File: config.mk
export PLATFORM = sky130hd
export DESIGN_NAME = affinity_task_queue
export DESIGN_NICKNAME = d
export VERILOG_FILES = /design/src/hdl/atq_pkg.sv /design/src/hdl/affinity_task_queue.sv
export SDC_FILE = /design/constraint.sdc
export NUM_CORES = 2
export LEC_CHECK = 0
export BUFFER_PORTS_ARGS = -buffer_cell sky130_fd_sc_hd__buf_2
export CORE_MARGIN = 2
export CORE_UTILIZATION = 40
export DETAILED_ROUTE_END_ITERATION = 8
export GPL_ROUTABILITY_DRIVEN = 0
export PLACE_DENSITY = 0.64
export SYNTH_ARGS = -nofsm -noshare
export SYNTH_HDL_FRONTEND = slang
export SYNTH_SLANG_ARGS = --single-unit
File: constraint.sdc
create_clock -name clk -period 9.2 [get_ports clk]
set_input_delay 0.46 -clock clk [delete_from_list [all_inputs] [get_ports clk]]
set_output_delay 0.46 -clock clk [all_outputs]
set_load 0.01 [all_outputs]
File: src/hdl/atq_pkg.sv
// Package for the affinity task queue: request and result types, microcode format and program.
`default_nettype none

package atq_pkg;

  // One request: push a task or pop for a worker.
  typedef struct packed {
    logic        cmd;
    logic [63:0] affinity_mask;
    logic [31:0] task_handle;
  } in_t;

  // One result.
  typedef struct packed {
    logic        popped;
    logic [31:0] popped_handle;
    logic        any_pending;
    logic        retrigger;
    logic        push_dropped;
  } out_t;

  // Request command codes.
  localparam logic CMD_PUSH = 1'b0;
  localparam logic CMD_POP  = 1'b1;

  // Step counter width and step addresses of the program.
  localparam int STEP_W = 4;
  localparam logic [STEP_W-1:0] S_IDLE  = 4'd0;
  localparam logic [STEP_W-1:0] S_DISP  = 4'd1;
  localparam logic [STEP_W-1:0] S_SCAN  = 4'd2;
  localparam logic [STEP_W-1:0] S_TEST  = 4'd3;
  localparam logic [STEP_W-1:0] S_ADV   = 4'd4;
  localparam logic [STEP_W-1:0] S_HIT   = 4'd5;
  localparam logic [STEP_W-1:0] S_SHRD  = 4'd6;
  localparam logic [STEP_W-1:0] S_SHWR  = 4'd7;
  localparam logic [STEP_W-1:0] S_HDONE = 4'd8;
  localparam logic [STEP_W-1:0] S_MISS  = 4'd9;
  localparam logic [STEP_W-1:0] S_PUSH  = 4'd10;
  localparam logic [STEP_W-1:0] S_PUSHW = 4'd11;
  localparam logic [STEP_W-1:0] S_DROP  = 4'd12;

  // Memory write select.
  localparam logic [1:0] WR_NONE  = 2'd0;
  localparam logic [1:0] WR_PUSH  = 2'd1;
  localparam logic [1:0] WR_SHIFT = 2'd2;

  // Index register operation.
  localparam logic [1:0] IDX_HOLD = 2'd0;
  localparam logic [1:0] IDX_CLR  = 2'd1;
  localparam logic [1:0] IDX_INC  = 2'd2;

  // Entry count operation.
  localparam logic [1:0] CNT_HOLD = 2'd0;
  localparam logic [1:0] CNT_INC  = 2'd1;
  localparam logic [1:0] CNT_DEC  = 2'd2;

  // Result produced by a step.
  localparam logic [2:0] RES_NONE = 3'd0;
  localparam logic [2:0] RES_PUSH = 3'd1;
  localparam logic [2:0] RES_DROP = 3'd2;
  localparam logic [2:0] RES_HIT  = 3'd3;
  localparam logic [2:0] RES_MISS = 3'd4;

  // Jump conditions; without a jump the step counter advances by one.
  localparam logic [2:0] JC_NEVER   = 3'd0;
  localparam logic [2:0] JC_ALWAYS  = 3'd1;
  localparam logic [2:0] JC_NOSTART = 3'd2;
  localparam logic [2:0] JC_PUSH    = 3'd3;
  localparam logic [2:0] JC_END     = 3'd4;
  localparam logic [2:0] JC_MATCH   = 3'd5;
  localparam logic [2:0] JC_FULL    = 3'd6;

  // One control word.
  typedef struct packed {
    logic              rd;
    logic              cap;
    logic [1:0]        wr;
    logic [1:0]        idx_op;
    logic [1:0]        cnt_op;
    logic [2:0]        res;
    logic [2:0]        jc;
    logic [STEP_W-1:0] target;
  } ctrl_t;

  // Builds a control word from its fields.
  function automatic ctrl_t cw(input logic rd, input logic cap, input logic [1:0] wr,
                               input logic [1:0] idx_op, input logic [1:0] cnt_op,
                               input logic [2:0] res, input logic [2:0] jc,
                               input logic [STEP_W-1:0] target);
    ctrl_t w;
    w.rd     = rd;
    w.cap    = cap;
    w.wr     = wr;
    w.idx_op = idx_op;
    w.cnt_op = cnt_op;
    w.res    = res;
    w.jc     = jc;
    w.target = target;
    return w;
  endfunction

  // The program: push or drop, oldest-first scan, then compaction by moving later entries down.
  function automatic ctrl_t ucode(input logic [STEP_W-1:0] step);
    ctrl_t w;
    unique case (step)
      S_IDLE:  w = cw(1'b0, 1'b0, WR_NONE,  IDX_HOLD, CNT_HOLD, RES_NONE, JC_NOSTART, S_IDLE);
      S_DISP:  w = cw(1'b0, 1'b0, WR_NONE,  IDX_CLR,  CNT_HOLD, RES_NONE, JC_PUSH,    S_PUSH);
      S_SCAN:  w = cw(1'b1, 1'b0, WR_NONE,  IDX_HOLD, CNT_HOLD, RES_NONE, JC_END,     S_MISS);
      S_TEST:  w = cw(1'b0, 1'b0, WR_NONE,  IDX_HOLD, CNT_HOLD, RES_NONE, JC_MATCH,   S_HIT);
      S_ADV:   w = cw(1'b0, 1'b0, WR_NONE,  IDX_INC,  CNT_HOLD, RES_NONE, JC_ALWAYS,  S_SCAN);
      S_HIT:   w = cw(1'b0, 1'b1, WR_NONE,  IDX_INC,  CNT_HOLD, RES_NONE, JC_NEVER,   S_IDLE);
      S_SHRD:  w = cw(1'b1, 1'b0, WR_NONE,  IDX_HOLD, CNT_HOLD, RES_NONE, JC_END,     S_HDONE);
      S_SHWR:  w = cw(1'b0, 1'b0, WR_SHIFT, IDX_INC,  CNT_HOLD, RES_NONE, JC_ALWAYS,  S_SHRD);
      S_HDONE: w = cw(1'b0, 1'b0, WR_NONE,  IDX_HOLD, CNT_DEC,  RES_HIT,  JC_ALWAYS,  S_IDLE);
      S_MISS:  w = cw(1'b0, 1'b0, WR_NONE,  IDX_HOLD, CNT_HOLD, RES_MISS, JC_ALWAYS,  S_IDLE);
      S_PUSH:  w = cw(1'b0, 1'b0, WR_NONE,  IDX_HOLD, CNT_HOLD, RES_NONE, JC_FULL,    S_DROP);
      S_PUSHW: w = cw(1'b0, 1'b0, WR_PUSH,  IDX_HOLD, CNT_INC,  RES_PUSH, JC_ALWAYS,  S_IDLE);
      S_DROP:  w = cw(1'b0, 1'b0, WR_NONE,  IDX_HOLD, CNT_HOLD, RES_DROP, JC_ALWAYS,  S_IDLE);
      default: w = cw(1'b0, 1'b0, WR_NONE,  IDX_HOLD, CNT_HOLD, RES_NONE, JC_ALWAYS,  S_IDLE);
    endcase
    return w;
  endfunction

endpackage

`default_nettype wire

File: src/hdl/affinity_task_queue.sv
// Affinity task queue: microcoded sequencer over a task memory with oldest-first matching.
// A push is dispatched, checked for a full store, then written or dropped. A pop reads and tests
// the stored tasks oldest first; a match is captured and every later task moved down, else a miss.
// One request at a time: busy drops in the result cycle, in which a new request can be accepted;
// the scan loop walks the store through its one read and one write port.
// Synchronous reset empties the store and returns the sequencer to idle; the results are
// shown for one cycle each and the receiver cannot stall them.
`default_nettype none

module affinity_task_queue #(
  parameter int QUEUE_DEPTH = 16,
  parameter int HANDLE_BITS = 32
) (
  input  wire logic          clk,
  input  wire logic          rst,
  input  wire logic          start,
  output logic               busy,
  input  wire atq_pkg::in_t  request,
  output logic               done,
  output atq_pkg::out_t      result
);

  localparam int AW = $clog2(QUEUE_DEPTH);
  localparam int CW = $clog2(QUEUE_DEPTH + 1);
  localparam int HW = (HANDLE_BITS < 32) ? HANDLE_BITS : 32;
  localparam logic [CW-1:0] DEPTH_C = CW'(QUEUE_DEPTH);

  // Sequencer and datapath registers.
  logic [atq_pkg::STEP_W-1:0] upc;
  logic [atq_pkg::STEP_W-1:0] upc_next;
  logic [CW-1:0]              count;
  logic [CW-1:0]              count_next;
  logic [CW-1:0]              idx;
  logic [CW-1:0]              idx_next;
  atq_pkg::in_t               req_q;
  logic [63:0]                rd_mask;
  logic [HW-1:0]              rd_handle;
  logic [HW-1:0]              got;
  atq_pkg::ctrl_t             ctl;
  atq_pkg::out_t              result_next;

  // Task memory.
  logic [63:0]   mem_mask   [QUEUE_DEPTH];
  logic [HW-1:0] mem_handle [QUEUE_DEPTH];
  logic          wr_en;
  logic [AW-1:0] wr_addr;
  logic [63:0]   wr_mask;
  logic [HW-1:0] wr_handle;
  logic [CW-1:0] idx_m1;

  // Status seen by the jump logic.
  logic idx_end;
  logic full;
  logic match;
  logic jump;

  assign ctl     = atq_pkg::ucode(upc);
  assign busy    = (upc != atq_pkg::S_IDLE);
  assign idx_end = (idx == count);
  assign full    = (count == DEPTH_C);
  assign match   = (rd_mask == 64'd0) || ((rd_mask & req_q.affinity_mask) == rd_mask);
  assign idx_m1  = idx - CW'(1);

  // Jump decision and next step.
  always_comb begin
    unique case (ctl.jc)
      atq_pkg::JC_ALWAYS:  jump = 1'b1;
      atq_pkg::JC_NOSTART: jump = !start;
      atq_pkg::JC_PUSH:    jump = (req_q.cmd == atq_pkg::CMD_PUSH);
      atq_pkg::JC_END:     jump = idx_end;
      atq_pkg::JC_MATCH:   jump = match;
      atq_pkg::JC_FULL:    jump = full;
      default:             jump = 1'b0;
    endcase
    upc_next = jump ? ctl.target : (upc + atq_pkg::STEP_W'(1));
  end

  // Index and count updates.
  always_comb begin
    unique case (ctl.idx_op)
      atq_pkg::IDX_CLR: idx_next = '0;
      atq_pkg::IDX_INC: idx_next = idx + CW'(1);
      default:          idx_next = idx;
    endcase
    unique case (ctl.cnt_op)
      atq_pkg::CNT_INC: count_next = count + CW'(1);
      atq_pkg::CNT_DEC: count_next = count - CW'(1);
      default:          count_next = count;
    endcase
  end

  // Memory write port: append on push, move one entry down during compaction.
  always_comb begin
    wr_en     = 1'b0;
    wr_addr   = count[AW-1:0];
    wr_mask   = req_q.affinity_mask;
    wr_handle = req_q.task_handle[HW-1:0];
    unique case (ctl.wr)
      atq_pkg::WR_PUSH: begin
        wr_en = 1'b1;
      end
      atq_pkg::WR_SHIFT: begin
        wr_en     = 1'b1;
        wr_addr   = idx_m1[AW-1:0];
        wr_mask   = rd_mask;
        wr_handle = rd_handle;
      end
      default: begin
        wr_en = 1'b0;
      end
    endcase
  end

  // Result word for the step that reports.
  always_comb begin
    result_next = '0;
    unique case (ctl.res)
      atq_pkg::RES_DROP: begin
        result_next.push_dropped = 1'b1;
      end
      atq_pkg::RES_HIT: begin
        result_next.popped        = 1'b1;
        result_next.popped_handle = 32'(got);
        result_next.any_pending   = 1'b1;
      end
      atq_pkg::RES_MISS: begin
        result_next.any_pending = (count != '0);
        result_next.retrigger   = (count != '0);
      end
      default: begin
        result_next = '0;
      end
    endcase
  end

  // Control registers.
  always_ff @(posedge clk) begin
    if (rst) begin
      upc   <= atq_pkg::S_IDLE;
      count <= '0;
      idx   <= '0;
      done  <= 1'b0;
    end else begin
      upc   <= upc_next;
      count <= count_next;
      idx   <= idx_next;
      done  <= (ctl.res != atq_pkg::RES_NONE);
    end
  end

  // Payload registers: request latch, captured handle and result.
  always_ff @(posedge clk) begin
    if (start && !busy) begin
      req_q <= request;
    end
    if (ctl.cap) begin
      got <= rd_handle;
    end
    if (ctl.res != atq_pkg::RES_NONE) begin
      result <= result_next;
    end
  end

  // Task memory with registered read.
  always_ff @(posedge clk) begin
    if (wr_en) begin
      mem_mask[wr_addr]   <= wr_mask;
      mem_handle[wr_addr] <= wr_handle;
    end
    if (ctl.rd) begin
      rd_mask   <= mem_mask[idx[AW-1:0]];
      rd_handle <= mem_handle[idx[AW-1:0]];
    end
  end

endmodule

`default_nettype wire

### Word-level counts from Yosys, hierarchy flattened

Memory sizes are Yosys's and may differ from the RTL's. A register that Yosys moved wholly into a read port is not among the register bits.
Index checks and enable logic that the tools add are counted.

| storage, ports and cells | value |
|---|---|
| register bits after elaboration | 180 |
| RAM bits | 1,536 |
| memory bits (read-only) | 288 |
| input bits | 100 |
| output and inout port bits | 38 |
| logic and storage cells | 66 |
| memories kept | 3 |

Memories:

| memory | depth | width | read ports | clocked after Yosys merged registers in | write ports | line | RTL |
|---|---|---|---|---|---|---|---|
| mem_mask | 16 | 64 | 1 | 1 | 1 | affinity_task_queue.sv:43 | `logic [63:0] mem_mask [QUEUE_DEPTH];` |
| mem_handle | 16 | 32 | 1 | 1 | 1 | affinity_task_queue.sv:44 | `logic [HW-1:0] mem_handle [QUEUE_DEPTH];` |
| (no name shown) | 16 | 18 | 1 | 1 | 0 | atq_pkg.sv:105 | `unique case (step)` |

| operators by class | value |
|---|---|
| add/subtract/negate cells | 5 |
| equal/unequal tests | 18 |
| multiplexer cells | 14 |
| bitwise operators | 2 |
| reductions and logical operators | 11 |

Operators with widths:

| operator | count |
|---|---|
| $and 64x64->64 | 1 |
| $eq 64x64->1 | 1 |
| $logic_not 64->1 | 1 |
| $mux 64 | 1 |
| $mux 33 | 1 |
| $mux 32 | 1 |
| $pmux 5 s2 | 2 |
| $eq 3x2->1 const B | 4 |
| $eq 3x3->1 const B | 4 |
| $mux 4 | 3 |
| $add 5x1->5 const B | 2 |
| $eq 2x1->1 const B | 3 |
| $eq 2x2->1 const B | 3 |
| $pmux 1 s6 | 1 |
| $eq 5x5->1 | 1 |
| $eq 5x5->1 const B | 1 |
| $reduce_bool 5->1 | 1 |
| $sub 5x1->5 const B | 1 |
| $add 4x1->4 const B | 1 |
| $mux 1 | 4 |
| $reduce_bool 2->1 | 2 |
| $reduce_bool 4->1 | 1 |
| $sub 4x1->4 const B | 1 |
| $eq 3x1->1 const B | 1 |
| 7 further kinds | 8 |

### Depth between registers and ports, before layout

| depth | value |
|---|---|
| depth after elaboration | 6 |
| gate-level depth with buffers | 14 |
| depth with buffers taken out | 12 |

### Least setup slack after synthesis

OpenSTA, ideal clock, no wires.

| timing path | value |
|---|---|
| path type | reg2reg |
| from | reg idx[1] |
| to | mem mem_handle[8][0] in the netlist's numbering, enable pin |
| library setup time | 552 ps |
| arrival time | 5,875 ps |
| slack | 2,774 ps |
| cell stages (with the launch flop) | 9 |
| cell sequence | dfxtp_1 > clkbuf_1 > clkbuf_1 > inv_1 > ha_1 > inv_1 > o32a_1 > or2_2 > nor2_1 |

| between the ends | value |
|---|---|
| cells in the longest elaborated chain, start to end | 2 |

RTL lines:

| item | line | RTL |
|---|---|---|
| start: declaration | affinity_task_queue.sv:33 | `logic [CW-1:0] idx;` |
| start signal: assignment | affinity_task_queue.sv:146 | `idx <= idx_next;` |
| $sub 4x1->4 | affinity_task_queue.sv:62 | `assign idx_m1 = idx - CW'(1);` |
| $mux 4 | affinity_task_queue.sv:98 | `unique case (ctl.wr)` |
| end: declaration | affinity_task_queue.sv:44 |  |

No other way between the ends.

==> flow_summary.ini <==
[timing]
hold_viol_final = 0
layout_min_cycle_time_ns = 5.40
max_freq_mhz = 185
finalSetupTns_ns = 0
rsz0062_at_grt = false
setup_violations = 0
fin_crit_sh_pct = 58.7
relSlewSlack_pct = 26.4
finClkSkew_ns = 0.0281
worstMarginPinSlew_ns = 1.10
drv_slew = 0

[synth]
synthSimpleGateAreaFrac_pct = 1.78
netlist_area_um2 = 69100
synth_compound_area_share_pct = 0.807
ys_top_cells_by_area = edfxtp_1, mux4_2, mux2_2
synth-seq-cells = 1829
syn_inst = 2898
synth.avg_cell_area_um2 = 23.9
synth-xor-area-share_pct = 0.203
synth_most_common_cell = edfxtp_1
ys.warnings.count = 0
synth_edf_count = 1797
synth.mux.area_fraction_pct = 17.0
synth-async-reset-ratio_pct = 0
yosysUniqueCellTypes = 55
synth_top_area_share_pct = 78.0
yosysTopAreaCell = edfxtp_1
synth_top_family_by_area = multiplexers
syn_nets = 3014
yosysSeqAreaShare_pct = 79.0
synthTopCellsByCount = edfxtp_1, mux4_2, mux2_2, clkbuf_1, buf_1
synth_ff_type = edfxtp_1
synth_fa_ha_area_share_pct = 0.300

[power]
irDropWorstVdd_v = 0.000203
clkPwrFrac_pct = 35.2
p_leak_nw = 24.2
p_int_mw = 15.0
swShare_pct = 25.1
switchingPower_mw = 5.03
power_mw = 20.1
cellPowerDensity_nw_per_um2 = 252
pwr-share-seq_pct = 51.7
combPwrFrac_pct = 13.0

[setup_path]
reg2reg_to = mem_mask[3][19]
path_buf_inv = 4
start_kind = flop
cp_cell_sequence = inv_1 > ha_4 > buf_4 > nand2_1 > o32ai_1 > nand2b_1 > nor2_4 > buf_4 > buf_4
cp_slowest_stage_delay_ns = 0.89
r2r-start = ctl[10]
cpMostUsedCell = buf_4
path_class = reg2reg
rr_worst_depth = 9
crit_path_max_fanout = 66
arrival_ns = 5.82
crit_path_end_kind = flop
slowest_stage = buf_4
r2r_setup_slack_ns = 3.80
required_ns = 9.62
critPathTopFamily = buffers and inverters

[worst_hold_path]
hold_path_end = ctl[0]
whs_path_depth = 2
hold_path_class = in2reg
worstHoldStart = rst

[clock_network]
clock-root-buffer = clkbuf_16
clk_pin_slew_worst_paths_ns = 0.06
clk_latency_ns = 0.81
cts.sinks = 1829
clk_path_buf_depth = 3
tritoncts = done
cts_max_level = 4
cts_setup_buffers = 0
cts_inserted_buffers = 177
cts-resized-gates = 0

[grt]
grt_start_max_net_pins = 116
overflow = 0
grt_pass1_vias = 32000
antenna_found_initial = 2
grt_pass1_wl_um = 228000
grt_util_all_layers_pct = 18.0

[finish]
areaGrowthSynthToFinish_pct = 15.1
nFillCells = 13900
final_nets = 3369
layout-drive-gt1-share_pct = 31.0

[floorplan]
fp.dieW_um = 420
placementRows = 152
initial_core_util_pct = 40.3
io_pins = 138
die-area_um2 = 176000
die_height_um = 420
core-area_um2 = 172000

[routing]
vias = 31200
drt_pass1_iterations = 5
drt_iter0_markers = 3032
routed_via_density = 5.48
drc = 0
wl_per_cell_um = 27.7
wl_um = 158000
ant_nets = 0

[place]
place.port_buffers = 137
dpl.hpwl_um = 86000

[run]
max_cap_violations = 0

[run_status]
outcome = completed
## state kept, by name, summed over array words and instances (netlist names)
name,cells
count,5
ctl,17
done,1
got,32
idx,5
mem_handle,512
mem_mask,1024
rd_handle,32
rd_mask,64
req_q,97
result,36
upc,4
## per-stage QoR
step | util [%] | hold WS (ns) | area (um2) | instances | setup WS (ns)
final | 46.3 | 0.0858 | 79600 | 5703 | 3.80
after global routing | 46.3 | 0.0776 | 79600 | 5702 | 3.61
after CTS | 46.3 | 0.0191 | 79600 | 5702 | 3.77
after detailed placement | 42.5 | 0.431 | 73000 | 5287 | 3.80
after global placement | 42.5 | 0.426 | 73000 | 5286 | 3.88
after floorplan | - | 0.420 | 69100 | 2898 | 2.77
## cell families after synthesis
| group | after synthesis |
|---|---|
| xor+xnor | 16 |
| flops | 1829 |
| fa+ha+maj | 16 |
| simple gates | 224 |
| buf+inv | 166 |
| compound gates | 81 |
| mux | 566 |
## worst register-to-register path, stage by stage (launching register included)
cell	delay (ns)
dfxtp_1	0.30
inv_1	0.13
ha_4	0.78
buf_4	1.01
nand2_1	0.20
o32ai_1	0.19
nand2b_1	0.32
nor2_4	0.42
buf_4	0.74
buf_4	0.88
## layout make-up
class | instances | area [um2] | area share (%)
multi-input cells | 903 | 14100 | 17.7
flip-flops and latches | 1829 | 54600 | 68.6
repair buffers | 306 | 2260 | 2.84
clock inverters | 94 | 990 | 1.24
clock buffers | 224 | 4650 | 5.84
diodes | 1 | 2.50 | 0.00314
well taps | 2310 | 2890 | 3.63
inverters | 36 | 135 | 0.170
## cells in the final DEF, fill, tap and decap left out, types with 8 or more instances in the layout
cell	n
edfxtp_1	1797
mux4_2	480
clkbuf_16	179
buf_2	138
dlygate4sd3_1	97
mux2_2	83
buf_4	66
nor2b_1	49
clkbuf_1	45
inv_1	35
and2_1	35
clkinv_1	34
nand2_1	30
nor2_1	30
clkinv_2	27
dfxtp_1	26
o21ai_0	25
nor4_1	16
a21oi_1	16
nor2_4	16
ha_1	14
bufinv_16	14
a2111oi_0	9
xnor2_1	8
nand4_1	8
xor2_1	8
## worst max-delay path by stage
stage | from | end | slack [ns] | depth (start not counted)
floorplan | idx[1] | mem_handle[8][0] | 2.77 | 8
global placement | ctl[10] | mem_mask[3][29] | 3.88 | 9
detailed placement | ctl[10] | mem_mask[3][28] | 3.80 | 9
CTS | ctl[10] | mem_mask[3][19] | 3.77 | 9
global route | ctl[10] | mem_mask[3][19] | 3.61 | 9
finish | ctl[10] | mem_mask[3][19] | 3.80 | 9
## per-layer routing
layer	wire, um	track usage [%]	vias up
met1	66100	25.0	16900
li1	-	-	13000
met5	0	0	-
met3	9050	3.01	224
met4	3810	5.04	0
met2	78700	29.6	1034
## what timing repair did
action	in CTS	in global routing
setup endpoints to repair	0	0
hold endpoints to repair	97	0
hold buffers	97	0
## power groups by stage
| stage | clock network (mW) | registers [mW] | logic (mW) |
|---|---|---|---|
| floorplan | 0 | 10.4 | 1.69 |
| global placement | 0 | 10.6 | 2.58 |
| detailed placement | 0 | 10.6 | 2.62 |
| CTS | 7.21 | 10.4 | 2.66 |
| global route | 7.52 | 10.4 | 2.83 |
| finish | 7.07 | 10.4 | 2.62 |
No activity file was read; power rests on OpenSTA's default activity.
